==> src/rtl/urbp_pkg.sv <==
// ----------------------------------------------------------------------------
// urbp_pkg
// action codes and field widths for the uart ring buffer pair
// ----------------------------------------------------------------------------
package urbp_pkg;

    localparam int ACT_W   = 3;
    localparam int BYTE_W  = 8;
    localparam int ERR_W   = 3;
    localparam int COUNT_W = 6;

    localparam logic [ACT_W-1:0] ACT_POP_RX   = 3'd0;
    localparam logic [ACT_W-1:0] ACT_PUSH_TX  = 3'd1;
    localparam logic [ACT_W-1:0] ACT_FLUSH_RX = 3'd2;
    localparam logic [ACT_W-1:0] ACT_FLUSH_TX = 3'd3;
    localparam logic [ACT_W-1:0] ACT_LINE     = 3'd4;

    typedef logic [BYTE_W-1:0] t_byte;

endpackage

==> src/rtl/uart_ring_buffer_pair_unit.sv <==
// ----------------------------------------------------------------------------
// uart_ring_buffer_pair_unit
// receive and transmit byte ring buffers between a host and a uart line
// ----------------------------------------------------------------------------
// Usage:
//   An item (host pop, host push, flush of either buffer, or a line event) is
//   taken at a rising edge with start high and busy low. busy is always low,
//   so one item can be taken every clock cycle.
//   Exactly one result follows each item: o_done is high for one cycle, the
//   cycle after the item is taken, with read/send bytes, drop and error flags,
//   the transmitter enable and both occupancy counts after the item.
//   Throughput is one item per cycle; each result is registered, and the
//   registered read port of each byte store is read at the same edge that
//   takes the item and updates the head and tail pointers.
//   Each buffer holds at most its depth minus one bytes; a push into a full
//   buffer is dropped and flagged.
//   Reset clears all pointers, switches the transmitter off and clears o_done;
//   store contents are not cleared and are only read once written.
//   The receiver cannot stall: each result is shown for exactly one cycle.
// ----------------------------------------------------------------------------
module uart_ring_buffer_pair_unit #(
    parameter int RX_DEPTH = 64,
    parameter int TX_DEPTH = 64
) (
    input  logic                          i_clk,
    input  logic                          i_rst_n,
    input  logic                          start,
    output logic                          busy,
    input  logic [urbp_pkg::ACT_W-1:0]    i_action,
    input  logic [urbp_pkg::BYTE_W-1:0]   i_host_byte,
    input  logic                          i_line_rx_full,
    input  logic [urbp_pkg::BYTE_W-1:0]   i_line_rx_byte,
    input  logic [urbp_pkg::ERR_W-1:0]    i_line_errors,
    input  logic                          i_line_tx_empty,
    output logic                          o_done,
    output logic [urbp_pkg::BYTE_W-1:0]   o_read_byte,
    output logic                          o_read_valid,
    output logic [urbp_pkg::BYTE_W-1:0]   o_send_byte,
    output logic                          o_send_valid,
    output logic                          o_transmitter_on,
    output logic [urbp_pkg::COUNT_W-1:0]  o_rx_count,
    output logic [urbp_pkg::COUNT_W-1:0]  o_tx_count,
    output logic                          o_error_seen,
    output logic                          o_rx_dropped,
    output logic                          o_tx_dropped
);
    import urbp_pkg::*;

    localparam int RX_AW = $clog2(RX_DEPTH);
    localparam int TX_AW = $clog2(TX_DEPTH);
    localparam int RX_CW = RX_AW + 1;
    localparam int TX_CW = TX_AW + 1;

    typedef logic [RX_AW-1:0] t_rx_ptr;
    typedef logic [TX_AW-1:0] t_tx_ptr;

    t_byte   rx_mem [RX_DEPTH];
    t_byte   tx_mem [TX_DEPTH];

    t_rx_ptr r_rx_head, n_rx_head, r_rx_tail, n_rx_tail;
    t_tx_ptr r_tx_head, n_tx_head, r_tx_tail, n_tx_tail;
    logic    r_tx_active, n_tx_active;

    t_byte   r_rx_q, r_tx_q;
    logic    r_done;
    logic    r_read_valid, n_read_valid;
    logic    r_send_valid, n_send_valid;
    logic    r_error_seen, n_error_seen;
    logic    r_rx_dropped, n_rx_dropped;
    logic    r_tx_dropped, n_tx_dropped;
    logic    rx_we, tx_we;
    logic    accept;

    logic [COUNT_W-1:0] r_rx_count, r_tx_count;
    logic [RX_CW-1:0]   rx_cnt;
    logic [TX_CW-1:0]   tx_cnt;
    t_rx_ptr            rx_tail_inc;
    t_tx_ptr            tx_tail_inc;
    t_rx_ptr            rx_head_inc;
    t_tx_ptr            tx_head_inc;

    assign busy   = 1'b0;
    assign accept = start && !busy;

    // ring increments
    assign rx_tail_inc = (r_rx_tail == RX_AW'(RX_DEPTH - 1)) ? '0 : r_rx_tail + 1'b1;
    assign rx_head_inc = (r_rx_head == RX_AW'(RX_DEPTH - 1)) ? '0 : r_rx_head + 1'b1;
    assign tx_tail_inc = (r_tx_tail == TX_AW'(TX_DEPTH - 1)) ? '0 : r_tx_tail + 1'b1;
    assign tx_head_inc = (r_tx_head == TX_AW'(TX_DEPTH - 1)) ? '0 : r_tx_head + 1'b1;

    always_comb begin
        n_rx_head    = r_rx_head;
        n_rx_tail    = r_rx_tail;
        n_tx_head    = r_tx_head;
        n_tx_tail    = r_tx_tail;
        n_tx_active  = r_tx_active;
        n_read_valid = 1'b0;
        n_send_valid = 1'b0;
        n_error_seen = 1'b0;
        n_rx_dropped = 1'b0;
        n_tx_dropped = 1'b0;
        rx_we        = 1'b0;
        tx_we        = 1'b0;
        if (accept) begin
            case (i_action)
                ACT_POP_RX: begin
                    if (r_rx_head != r_rx_tail) begin
                        n_read_valid = 1'b1;
                        n_rx_head    = rx_head_inc;
                    end
                end
                ACT_PUSH_TX: begin
                    if (tx_tail_inc == r_tx_head) begin
                        n_tx_dropped = 1'b1;
                    end else begin
                        tx_we     = 1'b1;
                        n_tx_tail = tx_tail_inc;
                    end
                    if (r_tx_head == r_tx_tail) begin
                        n_tx_active = 1'b1;
                    end
                end
                ACT_FLUSH_RX: begin
                    n_rx_head = '0;
                    n_rx_tail = '0;
                end
                ACT_FLUSH_TX: begin
                    n_tx_head = '0;
                    n_tx_tail = '0;
                end
                ACT_LINE: begin
                    n_error_seen = (i_line_errors != '0);
                    if (i_line_rx_full) begin
                        if (rx_tail_inc == r_rx_head) begin
                            n_rx_dropped = 1'b1;
                        end else begin
                            rx_we     = 1'b1;
                            n_rx_tail = rx_tail_inc;
                        end
                    end
                    if (i_line_tx_empty) begin
                        if (r_tx_head == r_tx_tail) begin
                            n_tx_active = 1'b0;
                        end else begin
                            n_send_valid = 1'b1;
                            n_tx_head    = tx_head_inc;
                        end
                    end
                end
                default: begin
                end
            endcase
        end
    end

    // occupancy after the item
    always_comb begin
        if (n_rx_tail >= n_rx_head) begin
            rx_cnt = {1'b0, n_rx_tail} - {1'b0, n_rx_head};
        end else begin
            rx_cnt = {1'b0, n_rx_tail} + RX_CW'(RX_DEPTH) - {1'b0, n_rx_head};
        end
        if (n_tx_tail >= n_tx_head) begin
            tx_cnt = {1'b0, n_tx_tail} - {1'b0, n_tx_head};
        end else begin
            tx_cnt = {1'b0, n_tx_tail} + TX_CW'(TX_DEPTH) - {1'b0, n_tx_head};
        end
    end

    // byte stores
    always_ff @(posedge i_clk) begin
        if (rx_we) begin
            rx_mem[r_rx_tail] <= i_line_rx_byte;
        end
        r_rx_q <= rx_mem[r_rx_head];
    end

    always_ff @(posedge i_clk) begin
        if (tx_we) begin
            tx_mem[r_tx_tail] <= i_host_byte;
        end
        r_tx_q <= tx_mem[r_tx_head];
    end

    always_ff @(posedge i_clk) begin
        if (!i_rst_n) begin
            r_rx_head    <= '0;
            r_rx_tail    <= '0;
            r_tx_head    <= '0;
            r_tx_tail    <= '0;
            r_tx_active  <= 1'b0;
            r_done       <= 1'b0;
            r_read_valid <= 1'b0;
            r_send_valid <= 1'b0;
            r_error_seen <= 1'b0;
            r_rx_dropped <= 1'b0;
            r_tx_dropped <= 1'b0;
            r_rx_count   <= '0;
            r_tx_count   <= '0;
        end else begin
            r_rx_head    <= n_rx_head;
            r_rx_tail    <= n_rx_tail;
            r_tx_head    <= n_tx_head;
            r_tx_tail    <= n_tx_tail;
            r_tx_active  <= n_tx_active;
            r_done       <= accept;
            r_read_valid <= n_read_valid;
            r_send_valid <= n_send_valid;
            r_error_seen <= n_error_seen;
            r_rx_dropped <= n_rx_dropped;
            r_tx_dropped <= n_tx_dropped;
            r_rx_count   <= COUNT_W'(rx_cnt);
            r_tx_count   <= COUNT_W'(tx_cnt);
        end
    end

    assign o_done           = r_done;
    assign o_read_byte      = r_read_valid ? r_rx_q : '0;
    assign o_read_valid     = r_read_valid;
    assign o_send_byte      = r_send_valid ? r_tx_q : '0;
    assign o_send_valid     = r_send_valid;
    assign o_transmitter_on = r_tx_active;
    assign o_rx_count       = r_rx_count;
    assign o_tx_count       = r_tx_count;
    assign o_error_seen     = r_error_seen;
    assign o_rx_dropped     = r_rx_dropped;
    assign o_tx_dropped     = r_tx_dropped;

endmodule

==> config.mk <==
export PLATFORM = sky130hd
export DESIGN_NAME = uart_ring_buffer_pair_unit
export DESIGN_NICKNAME = d
export VERILOG_FILES = /design/src/rtl/urbp_pkg.sv /design/src/rtl/uart_ring_buffer_pair_unit.sv
export SDC_FILE = /design/constraint.sdc
export NUM_CORES = 1
export LEC_CHECK = 0
export ABC_AREA = 1
export BUFFER_PORTS_ARGS = -buffer_cell sky130_fd_sc_hd__buf_2
export CORE_UTILIZATION = 40
export DETAILED_ROUTE_END_ITERATION = 7
export RECOVER_POWER = 100
export SLEW_MARGIN = 0
export SYNTH_ARGS = -nofsm -noshare
export SYNTH_HDL_FRONTEND = slang
export SYNTH_SLANG_ARGS = --single-unit
==> constraint.sdc <==
create_clock -name i_clk -period 3.4 [get_ports i_clk]
set_input_delay 0.34 -clock i_clk [delete_from_list [all_inputs] [get_ports i_clk]]
set_output_delay 0.34 -clock i_clk [all_outputs]
set_load 0.02 [all_outputs]
[Word level (Yosys, flattened, before mapping)]
Memories as Yosys holds them, arrays and structs flattened. A register that Yosys moved wholly into a read port is not among the register bits.
Cells that the tools add are included.
Word-level totals
  output and inout bits: 36
  RAM bits: 1024
  bits in registers: 43
  input bits: 27
  memories: 2
  word-level logic and storage cells: 92
Memory list
  rx_mem: depth 64, bits a word 8, read ports 1, clocked after Yosys merged registers in 1, write ports 1, line uart_ring_buffer_pair_unit.sv:57  | t_byte rx_mem [RX_DEPTH];
  tx_mem: depth 64, bits a word 8, read ports 1, clocked after Yosys merged registers in 1, write ports 1, line uart_ring_buffer_pair_unit.sv:58  | t_byte tx_mem [TX_DEPTH];
Operators by class
  equal/unequal tests: 15
  multiplexer cells: 41
  reductions and logical operators: 9
  add/sub/neg operators: 10
  magnitude comparators: 2
Operator list (count)
  $mux W6: 16
  $pmux W6 S2: 4
  $add A6 B1 Y6 const B: 6
  $eq A6 B6 Y1 const B: 4
  $sub A6 B6 Y6: 4
  $eq A6 B6 Y1: 3
  $mux W1: 18
  $mux W8: 2
  $ge A6 B6 Y1: 2
  $reduce_and A3 Y1: 3
  $reduce_and A4 Y1: 2
  $eq A3 B2 Y1 const B: 2
  $ne A2 B2 Y1 const B: 3
  $ne A6 B6 Y1: 1
  $reduce_and A5 Y1: 1
  $eq A3 B1 Y1 const B: 1
  $eq A3 B3 Y1 const B: 1
  $logic_not A3 Y1: 1
  $reduce_bool A3 Y1: 1
  $pmux W1 S2: 1
  $reduce_bool A2 Y1: 1

[Longest topological paths before layout]
  depth after elaboration: 10
  gate-level depth with buffers: 28
  depth with buffers taken out: 27

[Worst setup path before layout]
No wires, ideal clock.
  path kind: register to register
  from: register r_tx_tail[0]
  to: register r_tx_count[5] (netlist: o_tx_count[5])
  slack: 527 ps
  buffers on the path: 1
  data required time: 3290 ps
  library setup time: 110 ps
  period minus slack after synthesis: 2873 ps
  cell stages (with the launch flop): 29
  data arrival time: 2763 ps
  cell sequence: dfxtp_1 ha_1 nand2_2 nor2_4 nand2_2 nand2_1 nand2_1 nand2_1 nand3_1 nor2_2 nand2_2 buf_6 nand3b_1 nor2_1 nand3b_1 inv_1 ha_1 a21oi_1 o21ai_0 nand2_1 nand2_1 a21oi_1 inv_1 nand3_1 nand2_1 inv_1 nand3_1 nand2_1 nor2_1
On the way
  cells in the longest elaborated chain, start to end: 9
  elaborated cells on any way between the ends: 17
  classes of those cells: add/sub (4); order compare (1); eq/ne (3); mux (9)
RTL lines
  start: declaration: line uart_ring_buffer_pair_unit.sv:61  | t_tx_ptr r_tx_head, n_tx_head, r_tx_tail, n_tx_tail;
  start signal: assignment: line uart_ring_buffer_pair_unit.sv:204  | r_tx_tail <= n_tx_tail;
  $add A6 B1 Y6 or $eq A6 B6 Y1 (tied branches): line uart_ring_buffer_pair_unit.sv:88  | assign tx_tail_inc = (r_tx_tail == TX_AW'(TX_DEPTH - 1)) ? '0 : r_tx_tail + 1'b1;
  $mux W6 *: line uart_ring_buffer_pair_unit.sv:88
  $eq A6 B6 Y1: line uart_ring_buffer_pair_unit.sv:113  | if (tx_tail_inc == r_tx_head) begin
  $mux W6 *: line uart_ring_buffer_pair_unit.sv:113
  $pmux W6 S2 *: line uart_ring_buffer_pair_unit.sv:105  | case (i_action)
  $mux W6 *: line uart_ring_buffer_pair_unit.sv:104  | if (accept) begin
  via n_tx_tail[2]: line uart_ring_buffer_pair_unit.sv:61
  $add A6 B1 Y6: line uart_ring_buffer_pair_unit.sv:166  | tx_cnt = {1'b0, n_tx_tail} + TX_CW'(TX_DEPTH) - {1'b0, n_tx_head};
  $sub A6 B6 Y6: line uart_ring_buffer_pair_unit.sv:166
  $mux W6 *: line uart_ring_buffer_pair_unit.sv:163  | if (n_tx_tail >= n_tx_head) begin
  end signal: assignment: line uart_ring_buffer_pair_unit.sv:213  | r_tx_count <= COUNT_W'(tx_cnt);
  end: declaration: line uart_ring_buffer_pair_unit.sv:74  | logic [COUNT_W-1:0] r_rx_count, r_tx_count;
Mark *: on every way through the listed nets, which the timed path passes. The rest lies on a longest branch.
A chain may end at the register's enable or synchronous reset.

[Final worst setup path]
  from: register r_tx_tail[0]
  to: memory tx_mem[29][1] in the netlist's numbering, enable pin
On the way
  cells in the longest elaborated chain, start to end: 8
  elaborated cells on any way between the ends: 9
  classes of those cells: add/sub (1); eq/ne (2); mux (6)
RTL lines
  $add A6 B1 Y6 or $eq A6 B6 Y1 (tied branches): line uart_ring_buffer_pair_unit.sv:88
  $mux W6: line uart_ring_buffer_pair_unit.sv:88
  $eq A6 B6 Y1: line uart_ring_buffer_pair_unit.sv:113
  $mux W1: line uart_ring_buffer_pair_unit.sv:113
  $mux W1: line uart_ring_buffer_pair_unit.sv:105
  $mux W1: line uart_ring_buffer_pair_unit.sv:104
  $mux W1: line uart_ring_buffer_pair_unit.sv:179  | if (tx_we) begin
  $mux W1 (not written as such): line uart_ring_buffer_pair_unit.sv:180  | tx_mem[r_tx_tail] <= i_host_byte;
  end: declaration: line uart_ring_buffer_pair_unit.sv:58
Several ways; a longest one is shown, not always the timed one.

==> results.tsv <==
stage	metric	value	unit
run_status	status	finished with violations	
run_status	violations	capacitance limit, slew limit	
floorplan	num_rows	120	
worst_setup_path	rr_startpoint	r_tx_tail[0]	
yosys	synth.cell_area	43780	um^2
floorplan	fp.dieW	332.8	um
placement	dpl.hpwl	65490	um
min_path	hp-start	i_action[2]	
final_layout	area_delta_synth_final	13.10	%
floorplan	core_area	107800	um^2
power_and_ir_drop	ir_worst_vdd	0.4151	mV
grt	grt_pass1_vias	27450	
yosys	syn_nets	3615	
worst_setup_path	worstSetupPathDepth	14	
sta	fmax	314.4	MHz
placement	placed_cells	5010	
worst_setup_path	max_stage_delay	650	ps
routing	vias	28870	
routing	drt_pre_antenna_iters	7	
yosys	synth_largest_area_cell	edfxtp_1	
floorplan	design.die.area	110800	um^2
yosys	synthFlopType	edfxtp_1	
yosys	synth_most_common_cell	edfxtp_1	
worst_setup_path	path_buf_inv	2	
min_path	holdCritPathClass	in2reg	
sta	final-hold-violation-count	0	
routing	ant_nets	0	
worst_setup_path	critPathLaunchType	flip-flop	
final_layout	diodes	0	
yosys	postSynth.asyncResetShare	0	
clocking	path_clk_slew	60	ps
placement	io_buffers	61	
routing	routed_via_density	5.532	
yosys	synth.top_cell.area_share	0.7024	
grt	grt_pass1_wl	172600	um
worst_setup_path	crit_chain	ha_1 -> nand2_2 -> nor2_4 -> nand2_2 -> nand3_1 -> nand2_1 -> nand3_1 -> nor2_2 -> nand2_2 -> nand2_1 -> inv_1 -> nand3_1 -> nor2_1 -> clkbuf_2	
yosys	synth_warnings	0	
clocking	cts_tree	done	
clocking	clock_path_buffers	3	
sta	min_period_over_period	0.9355	
placement	gp_congestion	0.8584	
clocking	cts_buffers	108	
min_path	hold_path_depth	4	
power_and_ir_drop	power.total	0.02637	W
clocking	clk-insertion-delay-late	680	ps
worst_setup_path	worst_path_max_delay_cell	nand3_1	
worst_setup_path	worstSetupEndpointType	flip-flop	
final_layout	layout.nets	3769	
clocking	numClockSinks	1083	
sta	slew_headroom	-1.195	
grt	grt_overflow	0	
clocking	cts-root-buf	clkbuf_16	
floorplan	die_h	332.8	um
grt	grt_busiest_layer	met2	
routing	drc_errors	0	
routing	wirelength	115900	um
worst_setup_path	timing.rr.end	tx_mem[29][1]	
worst_setup_path	r2r_slack	220	ps
routing	detail_route.wl_per_cell	22.20	um
grt	grt_use_total	0.2042	
worst_setup_path	crit_type	reg2reg	
grt	grt_use_met2	0.3395	
sta	skew	25.03	ps
grt	grt_max_degree	197	
worst_setup_path	r2r.worst_path.cells	14	
final_layout	final_cells	5219	
min_path	holdPathEnd	o_transmitter_on	
worst_setup_path	crit_family	simple AND/OR/NAND/NOR gates	
yosys	syn-instance-count	3572	
worst_setup_path	crit_path_max_fanout	8	
worst_setup_path	cp.required	3740	ps
yosys	ys_ff_latch	1083	
floorplan	ios	63	
clocking	h-tree-depth	3	
yosys	synth_common_cells	edfxtp_1 (1,024), nor2_1 (722), o21ai_0 (559)	
floorplan	start_util	0.4061	
yosys	synth.distinct_cells	51	
yosys	ys_seq_area_frac	0.7294	
power_and_ir_drop	p_leak	16.54	nW
run	max-cap-violations	18	
grt	use_met1	0.2746	
worst_setup_path	arrival	3520	ps
sta	fin_crit	3181	ps
sta	tightest_slew	3293	ps
power_and_ir_drop	power_density	532.5	nW/um^2
yosys	avgSynthCellArea	12.26	um^2
routing	drtIter0Drc	2928	
yosys	synth_edf_count	1024	
grt	antenna_found_initial	0	
final_layout	drive_above_1_share	0.08805	
grt	use_met3	0.02903	
sta	slew_viol_final	781	
yosys	synth.area.top_cells	edfxtp_1 (70%), o21ai_0 (6.4%), nor2_1 (6.2%)	
final_layout	n_fill_cell	9858	
sta	setup_violations	0	
## registers in the layout, indices dropped and copies added (netlist names)
signal,count
o_done,1
o_error_seen,1
o_read_valid,1
o_rx_count,6
o_rx_dropped,1
o_send_valid,1
o_transmitter_on,1
o_tx_count,6
o_tx_dropped,1
r_rx_head,6
r_rx_q,8
r_rx_tail,6
r_tx_head,6
r_tx_q,8
r_tx_tail,6
rx_mem,512
tx_mem,512
## area by class of cell
class                      count  area, um^2  share of cell area
timing repair buffer         284        1594             0.03219
inverter                      95       365.4            0.007379
clock inverter                54       400.4            0.008087
multi-input combinational   2154       10470              0.2115
sequential                  1083       31960              0.6454
clock buffer                 146        2969             0.05997
tap                         1403        1755             0.03545
## where the power goes
part | internal (W) | switching, W
registers | 0.0146 | 0.00000452
logic | 0.0000507 | 0.000315
clock network | 0.00648 | 0.00492
## cells by family after synthesis
| group | synth area share |
|---|---|
| AO/OA/AOI/OAI | 0.1252 |
| XOR/XNOR | 0.002001 |
| adder cells (fa/ha/maj) | 0.004916 |
| buffers and inverters | 0.03112 |
| flip-flops | 0.7294 |
| other | 0.00008566 |
| AND/OR/NAND/NOR | 0.1073 |
## per-stage QoR
stage                     hold slack, ps  setup slack [ps]  cell area [um^2]  utilization  setup TNS, ps
after floorplan                    438.9             527.0             43780            -              0
after global placement             487.2             257.2             46570       0.4320              0
after detailed placement           487.4             213.4             46570       0.4320              0
after CTS                          7.935             190.8             50010       0.4639              0
after global routing               115.0            -12.30             49510       0.4593         -12.30
final                              90.87             219.3             49510       0.4593              0
## worst reg2reg max path, stage by stage (launching register included)
cell	delay [ps]
dfxtp_1	330
ha_1	250
nand2_2	110
nor2_4	120
nand2_2	80
nand3_1	110
nand2_1	70
nand3_1	90
nor2_2	50
nand2_2	120
nand2_1	140
inv_1	160
nand3_1	650
nor2_1	280
clkbuf_2	300
## timing repair
action	in CTS	in global routing
setup buffers	0	2
setup endpoints to repair	0	2
hold buffers	7	0
endpoints found under the hold margin	10	0
resized for setup	0	13
## placed cells by master (no fill, tap or decap), drive strengths merged, types with 3 or more instances in the layout
master / synthesis / final
clkinvlp: 0 / 4
bufinv: 0 / 5
o2111ai: 26 / 26
edfxtp: 1024 / 1024
nand3: 105 / 105
o311ai: 3 / 3
o221ai: 37 / 37
a211oi: 8 / 8
xor2: 8 / 8
a221oi: 6 / 6
clkbuf: 175 / 319
o211ai: 11 / 11
nand4: 11 / 11
clkinv: 2 / 44
nor3: 17 / 17
or2: 8 / 8
dfxtp: 59 / 59
inv: 93 / 96
ha: 14 / 14
buf: 65 / 104
o21ai: 561 / 561
dlygate4sd3: 0 / 7
a21oi: 75 / 75
a21o: 3 / 3
nor2: 730 / 730
o22ai: 226 / 226
nand2: 287 / 287
## per-layer routing
metal	vias to the layer above	wire, um
met5	-	0
met4	0	3616
met3	203	7076
met2	992	55980
met1	14270	49180
li1	13410	-
## worst max-delay path by stage
stage,from,endpoint
floorplan,r_tx_tail[0],o_tx_count[5]
global placement,r_rx_tail[3],o_rx_count[5]
detailed placement,r_tx_tail[4],o_tx_count[5]
CTS,r_tx_tail[4],o_tx_count[5]
global route,r_tx_tail[0],o_tx_count[5]
finish,r_tx_tail[0],tx_mem[29][1]
Note: power is estimated with default switching activity, not from simulation.
